--- config.mk ---
export PLATFORM = sky130hd
export DESIGN_NAME = strided_sliding_window_product_top
export DESIGN_NICKNAME = d
export VERILOG_FILES = /design/src/rtl/sswp_pkg.sv /design/src/rtl/sswp_ctrl.sv /design/src/rtl/sswp_dp.sv /design/src/rtl/strided_sliding_window_product_top.sv
export SDC_FILE = /design/constraint.sdc
export NUM_CORES = 2
export LEC_CHECK = 0
export ABC_AREA = 1
export BUFFER_PORTS_ARGS = -buffer_cell sky130_fd_sc_hd__buf_2
export CORE_MARGIN = 4
export CORE_UTILIZATION = 46
export DETAILED_ROUTE_END_ITERATION = 6
export GPL_ROUTABILITY_DRIVEN = 1
export HOLD_SLACK_MARGIN = 0.1
export PLACE_DENSITY = 0.58
export SYNTH_ARGS = -nofsm -noshare
export SYNTH_HDL_FRONTEND = slang
export SYNTH_SLANG_ARGS = --single-unit
--- constraint.sdc ---
create_clock -name aclk -period 38.1 [get_ports aclk]
set_clock_uncertainty 0.15 [all_clocks]
set_input_delay 1.905 -clock aclk [delete_from_list [all_inputs] [get_ports aclk]]
set_output_delay 1.905 -clock aclk [all_outputs]
set_load 0.02 [all_outputs]
--- src/rtl/sswp_pkg.sv ---
package sswp_pkg;

    localparam int MAX_WINDOW = 16;
    localparam int K_W        = $clog2(MAX_WINDOW);
    localparam int FILL_W     = $clog2(MAX_WINDOW + 1);

    localparam int SAMPLE_W   = 32;
    localparam int IDX_W      = 16;
    localparam int CFG_W      = 5;
    localparam int CFG_IDX_W  = 2;
    localparam int REM_W      = CFG_W;
    localparam int PROD_W     = 2 * SAMPLE_W;
    localparam int FRAC_W     = 16;

    localparam logic signed [SAMPLE_W-1:0] Q_ONE   = 32'sh0001_0000;
    localparam logic signed [SAMPLE_W-1:0] SAT_MAX = 32'sh7FFF_FFFF;
    localparam logic signed [SAMPLE_W-1:0] SAT_MIN = 32'sh8000_0000;

    localparam logic [CFG_W-1:0] WINDOW_SIZE_RST = 5'd4;
    localparam logic [CFG_W-1:0] WINDOW_STEP_RST = 5'd2;

    typedef enum logic [CFG_IDX_W-1:0] {
        REG_WINDOW_SIZE = 2'd0,
        REG_WINDOW_STEP = 2'd1
    } sswp_reg_t;

    typedef struct packed {
        logic accept;
        logic load_out;
    } sswp_cmd_t;

    typedef struct packed {
        logic busy;
        logic emit;
        logic out_free;
    } sswp_stat_t;

endpackage

--- src/rtl/sswp_ctrl.sv ---
module sswp_ctrl (
    input  logic              aclk,
    input  logic              aresetn,
    input  logic              s_tvalid,
    output logic              s_tready,
    input  sswp_pkg::sswp_stat_t stat,
    output sswp_pkg::sswp_cmd_t  cmd
);

    typedef enum logic {
        ST_IDLE,
        ST_RUN
    } state_t;

    state_t state_reg, state_next;
    logic   ready_reg, ready_next;
    logic   finish;

    // window done: leave unless the result must wait for the output register
    assign finish = (state_reg == ST_RUN) && !stat.busy && (!stat.emit || stat.out_free);

    assign s_tready     = ready_reg;
    assign cmd.accept   = s_tvalid && ready_reg;
    assign cmd.load_out = finish && stat.emit;

    always_comb begin
        state_next = state_reg;
        ready_next = ready_reg;
        case (state_reg)
            ST_IDLE: begin
                if (s_tvalid && ready_reg) begin
                    state_next = ST_RUN;
                    ready_next = 1'b0;
                end
            end
            ST_RUN: begin
                if (finish) begin
                    state_next = ST_IDLE;
                    ready_next = 1'b1;
                end
            end
            default: begin
                state_next = ST_IDLE;
                ready_next = 1'b1;
            end
        endcase
    end

    always_ff @(posedge aclk) begin
        if (!aresetn) begin
            state_reg <= ST_IDLE;
            ready_reg <= 1'b1;
        end else begin
            state_reg <= state_next;
            ready_reg <= ready_next;
        end
    end

    a_ready_idle: assert property (@(posedge aclk) disable iff (!aresetn)
        s_tready |-> state_reg == ST_IDLE)
        else $error("ready raised outside idle");

    a_load_free: assert property (@(posedge aclk) disable iff (!aresetn)
        cmd.load_out |-> stat.out_free && !stat.busy)
        else $error("result loaded while output or units busy");

    a_accept_run: assert property (@(posedge aclk) disable iff (!aresetn)
        cmd.accept |=> state_reg == ST_RUN && stat.busy)
        else $error("accepted word did not start the units");

endmodule

--- src/rtl/sswp_dp.sv ---
module sswp_dp (
    input  logic                                 aclk,
    input  logic                                 aresetn,
    input  sswp_pkg::sswp_cmd_t                  cmd,
    output sswp_pkg::sswp_stat_t                 stat,
    input  logic                                 cfg_valid,
    input  logic [sswp_pkg::CFG_IDX_W-1:0]       cfg_index,
    input  logic [sswp_pkg::CFG_W-1:0]           cfg_data,
    input  logic signed [sswp_pkg::SAMPLE_W-1:0] sample,
    input  logic                                 last_sample,
    output logic                                 out_valid,
    input  logic                                 out_ready,
    output logic signed [sswp_pkg::SAMPLE_W-1:0] out_product,
    output logic [sswp_pkg::IDX_W-1:0]           out_start,
    output logic                                 out_overflow
);

    // configuration
    logic [sswp_pkg::CFG_W-1:0] size_reg, size_next;
    logic [sswp_pkg::CFG_W-1:0] step_reg, step_next;

    // array tracking and window store
    logic signed [sswp_pkg::SAMPLE_W-1:0] store_reg [sswp_pkg::MAX_WINDOW];
    logic [sswp_pkg::IDX_W-1:0]  idx_reg, idx_next;
    logic [sswp_pkg::FILL_W-1:0] fill_reg, fill_next, fill_inc;
    logic [sswp_pkg::FILL_W-1:0] ws_eff;
    logic [sswp_pkg::CFG_W-1:0]  st_eff;
    logic [sswp_pkg::IDX_W-1:0]  start_calc;

    // per window
    logic [sswp_pkg::FILL_W-1:0] ws_reg;
    logic [sswp_pkg::CFG_W-1:0]  st_reg;
    logic [sswp_pkg::IDX_W-1:0]  start_reg;
    logic                        full_reg;

    // shared multiplier
    logic                                 mul_busy_reg, mul_busy_next;
    logic                                 phase_reg, phase_next;
    logic [sswp_pkg::K_W-1:0]             k_reg, k_next;
    logic signed [sswp_pkg::PROD_W-1:0]   prod_reg, prod_next;
    logic signed [sswp_pkg::SAMPLE_W-1:0] acc_reg, acc_next, acc_sat;
    logic                                 ovf_reg, ovf_next, sat_hit;
    logic [sswp_pkg::PROD_W-1:sswp_pkg::SAMPLE_W+sswp_pkg::FRAC_W-1] prod_hi;

    // stride remainder, one dividend bit a cycle
    logic                            mod_busy_reg, mod_busy_next;
    logic [sswp_pkg::IDX_W-1:0]      div_reg, div_next;
    logic [sswp_pkg::REM_W-1:0]      rem_reg, rem_next;
    logic [sswp_pkg::REM_W:0]        rem_trial;
    logic [$clog2(sswp_pkg::IDX_W)-1:0] bit_reg, bit_next;

    // output register
    logic                                 oval_reg, oval_next;
    logic signed [sswp_pkg::SAMPLE_W-1:0] oprod_reg;
    logic [sswp_pkg::IDX_W-1:0]           ostart_reg;
    logic                                 oovf_reg;

    always_comb begin
        if (size_reg == '0) begin
            ws_eff = sswp_pkg::FILL_W'(1);
        end else if (int'(size_reg) > sswp_pkg::MAX_WINDOW) begin
            ws_eff = sswp_pkg::FILL_W'(sswp_pkg::MAX_WINDOW);
        end else begin
            ws_eff = sswp_pkg::FILL_W'(size_reg);
        end
        st_eff     = (step_reg == '0) ? sswp_pkg::CFG_W'(1) : step_reg;
        start_calc = sswp_pkg::IDX_W'(idx_reg - sswp_pkg::IDX_W'(ws_eff)
                                      + sswp_pkg::IDX_W'(1));
        fill_inc   = (int'(fill_reg) < sswp_pkg::MAX_WINDOW) ?
                     sswp_pkg::FILL_W'(fill_reg + sswp_pkg::FILL_W'(1)) : fill_reg;
    end

    always_comb begin
        size_next = size_reg;
        step_next = step_reg;
        if (cfg_valid) begin
            case (cfg_index)
                sswp_pkg::REG_WINDOW_SIZE: size_next = cfg_data;
                sswp_pkg::REG_WINDOW_STEP: step_next = cfg_data;
                default: ;
            endcase
        end
    end

    always_comb begin
        idx_next  = idx_reg;
        fill_next = fill_reg;
        if (cmd.accept) begin
            if (last_sample) begin
                idx_next  = '0;
                fill_next = '0;
            end else begin
                idx_next  = sswp_pkg::IDX_W'(idx_reg + sswp_pkg::IDX_W'(1));
                fill_next = fill_inc;
            end
        end
    end

    // multiply, then floor by 2^16 and saturate; a register between the two
    always_comb begin
        prod_hi = prod_reg[sswp_pkg::PROD_W-1:sswp_pkg::SAMPLE_W+sswp_pkg::FRAC_W-1];
        sat_hit = !((&prod_hi) || !(|prod_hi));
        if (!sat_hit) begin
            acc_sat = prod_reg[sswp_pkg::SAMPLE_W+sswp_pkg::FRAC_W-1:sswp_pkg::FRAC_W];
        end else if (prod_reg[sswp_pkg::PROD_W-1]) begin
            acc_sat = sswp_pkg::SAT_MIN;
        end else begin
            acc_sat = sswp_pkg::SAT_MAX;
        end

        mul_busy_next = mul_busy_reg;
        phase_next    = phase_reg;
        k_next        = k_reg;
        prod_next     = prod_reg;
        acc_next      = acc_reg;
        ovf_next      = ovf_reg;
        if (cmd.accept) begin
            mul_busy_next = 1'b1;
            phase_next    = 1'b0;
            k_next        = sswp_pkg::K_W'(ws_eff - sswp_pkg::FILL_W'(1));
            acc_next      = sswp_pkg::Q_ONE;
            ovf_next      = 1'b0;
        end else if (mul_busy_reg) begin
            if (!phase_reg) begin
                prod_next  = acc_reg * store_reg[k_reg];
                phase_next = 1'b1;
            end else begin
                acc_next   = acc_sat;
                ovf_next   = ovf_reg || sat_hit;
                phase_next = 1'b0;
                if (k_reg == '0) begin
                    mul_busy_next = 1'b0;
                end else begin
                    k_next = k_reg - sswp_pkg::K_W'(1);
                end
            end
        end
    end

    always_comb begin
        rem_trial     = {rem_reg, div_reg[sswp_pkg::IDX_W-1]};
        mod_busy_next = mod_busy_reg;
        div_next      = div_reg;
        rem_next      = rem_reg;
        bit_next      = bit_reg;
        if (cmd.accept) begin
            mod_busy_next = 1'b1;
            div_next      = start_calc;
            rem_next      = '0;
            bit_next      = '0;
        end else if (mod_busy_reg) begin
            if (rem_trial >= {1'b0, st_reg}) begin
                rem_next = sswp_pkg::REM_W'(rem_trial - {1'b0, st_reg});
            end else begin
                rem_next = sswp_pkg::REM_W'(rem_trial);
            end
            div_next = {div_reg[sswp_pkg::IDX_W-2:0], 1'b0};
            bit_next = bit_reg + 1'b1;
            if (&bit_reg) begin
                mod_busy_next = 1'b0;
            end
        end
    end

    always_comb begin
        oval_next = oval_reg;
        if (cmd.load_out) begin
            oval_next = 1'b1;
        end else if (out_ready) begin
            oval_next = 1'b0;
        end
    end

    assign stat.busy     = mul_busy_reg || mod_busy_reg;
    assign stat.emit     = full_reg && (rem_reg == '0);
    assign stat.out_free = !oval_reg || out_ready;

    assign out_valid    = oval_reg;
    assign out_product  = oprod_reg;
    assign out_start    = ostart_reg;
    assign out_overflow = oovf_reg;

    always_ff @(posedge aclk) begin
        if (!aresetn) begin
            size_reg     <= sswp_pkg::WINDOW_SIZE_RST;
            step_reg     <= sswp_pkg::WINDOW_STEP_RST;
            idx_reg      <= '0;
            fill_reg     <= '0;
            mul_busy_reg <= 1'b0;
            mod_busy_reg <= 1'b0;
            oval_reg     <= 1'b0;
        end else begin
            size_reg     <= size_next;
            step_reg     <= step_next;
            idx_reg      <= idx_next;
            fill_reg     <= fill_next;
            mul_busy_reg <= mul_busy_next;
            mod_busy_reg <= mod_busy_next;
            oval_reg     <= oval_next;
        end
    end

    always_ff @(posedge aclk) begin
        phase_reg <= phase_next;
        k_reg     <= k_next;
        prod_reg  <= prod_next;
        acc_reg   <= acc_next;
        ovf_reg   <= ovf_next;
        div_reg   <= div_next;
        rem_reg   <= rem_next;
        bit_reg   <= bit_next;
        if (cmd.accept) begin
            store_reg[0] <= sample;
            for (int i = 1; i < sswp_pkg::MAX_WINDOW; i++) begin
                store_reg[i] <= store_reg[i-1];
            end
            ws_reg    <= ws_eff;
            st_reg    <= st_eff;
            start_reg <= start_calc;
            full_reg  <= (fill_inc >= ws_eff);
        end
        if (cmd.load_out) begin
            oprod_reg  <= acc_reg;
            ostart_reg <= start_reg;
            oovf_reg   <= ovf_reg;
        end
    end

    a_rem_below_step: assert property (@(posedge aclk) disable iff (!aresetn)
        mod_busy_reg |-> rem_reg < st_reg)
        else $error("remainder reached the stride");

    a_tap_in_window: assert property (@(posedge aclk) disable iff (!aresetn)
        mul_busy_reg |-> int'(k_reg) < int'(ws_reg))
        else $error("multiplier tap outside the window");

    a_out_holds: assert property (@(posedge aclk) disable iff (!aresetn)
        out_valid && !out_ready |=> out_valid && $stable(out_product)
                                    && $stable(out_start))
        else $error("pending result changed");

endmodule

--- src/rtl/strided_sliding_window_product_top.sv ---
// From an accepted word to its result, if any, on m_tvalid, the 16-step stride remainder and
// the shared multiplier (multiply, then floor and saturate, for each sample) run side by side;
// the result then goes through the output register.
// s_tready stays low until both units are done and any result is loaded, also while a result waits.
// Reset: synchronous, active-low aresetn; window_size 4, window_step 2, index and fill zero.
module strided_sliding_window_product_top (
    input  logic        aclk,
    input  logic        aresetn,
    input  logic        s_tvalid,
    output logic        s_tready,
    input  logic [31:0] s_tdata,   // [31:0] sample
    input  logic        s_tlast,
    output logic        m_tvalid,
    input  logic        m_tready,
    output logic [47:0] m_tdata,   // [31:0] window_product, [47:32] window_start
    output logic        m_tuser,   // [0] overflow
    input  logic        cfg_valid,
    output logic        cfg_ready,
    input  logic [sswp_pkg::CFG_IDX_W-1:0] cfg_index,
    input  logic [sswp_pkg::CFG_W-1:0]     cfg_data
);

    sswp_pkg::sswp_cmd_t  cmd;
    sswp_pkg::sswp_stat_t stat;
    logic signed [sswp_pkg::SAMPLE_W-1:0] product;
    logic [sswp_pkg::IDX_W-1:0]           start;

    assign cfg_ready = 1'b1;
    assign m_tdata   = {start, product};

    sswp_ctrl u_ctrl (
        .aclk     (aclk),
        .aresetn  (aresetn),
        .s_tvalid (s_tvalid),
        .s_tready (s_tready),
        .stat     (stat),
        .cmd      (cmd)
    );

    sswp_dp u_dp (
        .aclk         (aclk),
        .aresetn      (aresetn),
        .cmd          (cmd),
        .stat         (stat),
        .cfg_valid    (cfg_valid),
        .cfg_index    (cfg_index),
        .cfg_data     (cfg_data),
        .sample       ($signed(s_tdata)),
        .last_sample  (s_tlast),
        .out_valid    (m_tvalid),
        .out_ready    (m_tready),
        .out_product  (product),
        .out_start    (start),
        .out_overflow (m_tuser)
    );

endmodule

# After elaboration in Yosys (flattened, before gate mapping)

Memories as Yosys holds them, arrays and structs flattened. A register that Yosys moved wholly into a read port is not among the register bits.
Index checks and enable logic that the tools add are counted.

Register bits after elaboration: 234
Bits in writable memories: 512
Bits of input ports: 45
Output and inout port bits: 52
Logic and storage cells: 109
Memories: 1

Memories:

| name           | words | bits a word | rd ports | clocked after memory_dff | wr ports | line          | RTL |
|---|---|---|---|---|---|---|---|
| u_dp.store_reg | 16    | 32          | 16       | 1                        | 16       | sswp_dp.sv:23 | `logic signed [sswp_pkg::SAMPLE_W-1:0] store_reg [sswp_pkg::MAX_WINDOW];` |

Add/sub/neg operators: 8
$mul: 1
$lt $le $gt $ge: 4
Equal/unequal tests: 4
Mux-type cells: 32
Bitwise gates (word level): 3
Reduce and logical (&&, ||, !) cells: 33

Operator list:

| cell                    | number |
|---|---|
| $mul A32 B32 Y64        | 1 |
| $mux W32                | 2 |
| $mux W16                | 3 |
| $add A16 B1 Y16 const B | 2 |
| $mux W5                 | 5 |
| $mux W4                 | 5 |
| $reduce_and A17 Y1      | 1 |
| $reduce_or A17 Y1       | 1 |
| $sub A16 B5 Y16         | 1 |
| $logic_not A5 Y1        | 3 |
| $mux W1                 | 15 |
| $reduce_and A2 Y1       | 4 |
| $reduce_bool A2 Y1      | 4 |
| $sub A4 B1 Y4 const B   | 2 |
| $ge A6 B5 Y1            | 1 |
| $ne A2 B2 Y1 const B    | 3 |
| $reduce_and A3 Y1       | 2 |
| $add A5 B1 Y5 const B   | 1 |
| $ge A5 B5 Y1            | 1 |
| $gt A5 B5 Y1 const B    | 1 |
| $logic_and A1 B1 Y1     | 5 |
| $logic_not A1 Y1        | 5 |
| $logic_or A1 B1 Y1      | 5 |
| $lt A5 B5 Y1 const B    | 1 |
| 8 further kinds         | 11 |

# Logic depth before layout (Yosys ltp)

Word-level depth: 7
Depth in mapped cells: 40
Depth with buffers taken out: 38

# Cells and area by module

From an unflattened synthesis, not the netlist that was laid out.

Cell total of the unflattened synthesis: 6311
Area total of the unflattened synthesis: 64176.6 µm²

Modules (own cells, without submodules):

| module                             | instances | cells each | area an instance (µm²) | seq. area each (µm²) |
|---|---|---|---|---|
| sswp_dp                            | 1         | 6292       | 64051.4                | 21170.3 |
| sswp_ctrl                          | 1         | 17         | 113.9                  | 40.0 |
| strided_sliding_window_product_top | 1         | 2          | 11.3                   | 0.0 |

# Worst setup path before layout

OpenSTA, ideal clock, no wires.

Path kind: input to register
From: input port s_tvalid
To: register u_dp.prod_reg[16] (netlist name), enable pin
Library setup time: 2.889 ns
Data arrival time: 29.273 ns
Required time: 35.061 ns
Path slack: 5.788 ns
Stages on the path: 5
Buffers on the path: 2
Path through: nand2_1 > inv_1 > clkbuf_1 > buf_1 > nor3_1

RTL lines:

| element              | line                                    | RTL |
|---|---|---|
| start, declared      | strided_sliding_window_product_top.sv:9 | `input logic s_tvalid,` |
| end signal, assigned | sswp_dp.sv:206                          | `prod_reg <= prod_next;` |
| end, declared        | sswp_dp.sv:40                           | `logic signed [sswp_pkg::PROD_W-1:0] prod_reg, prod_next;` |

==> metrics.txt <==
status completed; Post-synth top flop edfxtp_1; most frequent cells in the layout 1238 x inv_1, 1083 x fa_1, 911 x nor2_1; hold path startpoint u_dp.store_reg[5][11]$_DFFE_PP_; Post-Syn Area 64400 µm²; Arr. time, crit path 11.75 ns; GP Congestion 0.955; Syn Area/Cell 10.1 µm²; capturing point of the worst reg2reg path u_dp.prod_reg[63]$_DFFE_PP_; Die X 382 µm; Synth area leaders fa_1 34%, edfxtp_1 30%, inv_1 7.2%; CTS H-Tree Depth 3; Hold Buf Count CTS 0; Via density 5.48; Fmax achieved 87.4 MHz; initial antenna violation count 2; Worst R2R Path Depth 32; Layout Nets 7726; Netlist cell types 47; Seq. cell area 21200 µm²; share of the synthesized area in the top cell type 33.6%; Setup Buffers After CTS 0; async set or reset register ratio after synthesis 0%; fill cell count 12900; Port-buffer cells 95; startpoint types flip-flop; TritonCTS clock tree yes; post-CTS sizing 0; area taken by multi-input logic gates 37200 µm²; Final setup viols 0; Net Count, Synth 7743; largest net degree at the start of global routing 174; Initial Utilization 46.2%; vias in the first global route 47800; slew margin rel. 11.9%; core box area 139000 µm²; CP Max Fanout 151; WL final 191 mm; Req. time, crit path 38.41 ns; via count 45600; final hold viol count 0; WL/cell 23.0 µm; worst hold path depth 0; RSZ-0062 raised after global routing no; number of synthesized flops with an enable pin 651; CTS buffer count 83; DRC 0; post-route setup TNS 0 ns; Yosys top cell by area fa_1; cells after synthesis 6393; Top cell by count, worst path fa_1; CP max stage delay 1.01 ns; post-route ant nets 0; commonest non-fill, non-tap cell in the layout inv_1; first-pass GRT wire length 296 mm; number of flip-flops in the largest register 512; Sink Count 734; Initial DRC Count 3826; chip height 382 µm; Seq/Total Area, Yosys 32.9%; row cnt 137; GR Overflow Total 0; Worst Tran Pin Value 1.31 ns; Die ar. 146000 µm²; Layout Cells excl Fill 8327; fin. max-slew vios 0; crit end category flip-flop; flop-to-flop setup slack 26.66 ns; minimum clock period 11.44 ns; Cells after DPL 8167; worst hold path type flip-flop to flip-flop; share of layout cells above drive strength 1 5.69%; WHS Endpoint u_dp.store_reg[6][11]$_DFFE_PP_; clock root buffer clkbuf_16; clk_lat worst skew 0.71 ns; Worst path slowest cell fa_1; Clock Pin Slew Worst Setup and Hold Paths 0.06 ns; flops & latches, synth 734; Clock Path Buffers 3; GRT Overall Usage 26.8%; I/O Pins 97; Max-Cap Viols 0; Post-DP HPWL 139 mm; final worst-path cycle share 30.0%; First-pass DRT Iterations 5; YS warnings 0; Area Growth Syn to Fin 8.06%; WS Path Type flip-flop to flip-flop
[final cells by class]
type                       count  area share (%)
clock buffer                  97            3.15
tap                         1876            3.37
sequential                   734            30.5
timing repair buffer         197            1.82
antenna                        5          0.0180
inverter                    1269            6.87
multi-input combinational   4091            53.4
clock inverter                58           0.897
[synth_stat cells, types with 6 or more instances]
cell type	number
inv_1	1240
fa_1	1083
nor2_1	912
nand2_1	882
edfxtp_1	651
o21ai_0	334
ha_1	222
clkbuf_1	186
a21oi_1	177
nand3_1	98
o221ai_1	97
buf_2	93
dfxtp_1	83
xor2_1	55
a211oi_1	37
o211ai_1	27
o22ai_1	25
a31oi_1	20
nor3_1	20
xnor2_1	20
clkinv_1	16
nor4_1	14
buf_4	13
inv_2	13
nand2_2	13
nand4_1	11
o21a_1	8
a21o_1	6
buf_1	6
[worst max-delay path by stage]
stage | start | end | slack (ns)
after floorplan | s_tvalid | u_dp.prod_reg[16]$_DFFE_PP_ | 5.79
after global placement | flip-flop | u_dp.prod_reg[60]$_DFFE_PP_ | 26.82
after detailed placement | flip-flop | u_dp.prod_reg[63]$_DFFE_PP_ | 26.74
after CTS | flip-flop | u_dp.prod_reg[63]$_DFFE_PP_ | 26.73
after global routing | flip-flop | u_dp.prod_reg[63]$_DFFE_PP_ | 25.85
final | flip-flop | u_dp.prod_reg[63]$_DFFE_PP_ | 26.66
[worst max-delay path, delay by kind of cell (launching register included)]
kind | cells | cell delay, ns
fa+ha+maj | 9 | 5.06
simple gates | 7 | 0.81
compound gates | 6 | 1.35
flops | 1 | 0.62
buf+inv | 10 | 3.00
[metrics by stage]
step           cell area, µm²  utilization [%]  setup slack, ns  hold slack, ns
2_1_floorplan           64400                -             5.79           0.250
3_3_place_gp            66800             47.9            26.82           0.253
3_5_place_dp            66800             47.9            26.74           0.255
4_1_cts                 69600             50.0            26.73           0.257
5_1_grt                 69600             50.0            25.85           0.265
6_report                69600             50.0            26.66           0.263
[metal layers]
| metal | vias up | global-route usage, % | share of wire, % | wire length, µm |
|---|---|---|---|---|
| met4 | 0 | 10.5 | 4.4 | 8400 |
| met2 | 1729 | 43.5 | 47 | 90100 |
| met1 | 23600 | 36.0 | 41 | 77800 |
| li1 | 19900 | - | - | - |
| met3 | 382 | 4.89 | 7.8 | 14900 |
| met5 | - | 0 | 0 | 0 |
[cell families after synthesis]
logic type               after synthesis  share of synthesized area, %
flip-flops                           734                          32.9
adder cells (fa/ha/maj)             1305                          38.0
other                                  1                       0.00582
XOR/XNOR                              75                          1.02
AO/OA/AOI/OAI                        750                          6.86
AND/OR/NAND/NOR                     1960                          11.8
buffers and inverters               1568                          9.40
Power is not shown: default switching activity piles up to over one toggle a cycle in this logic, so the estimate is an artifact.
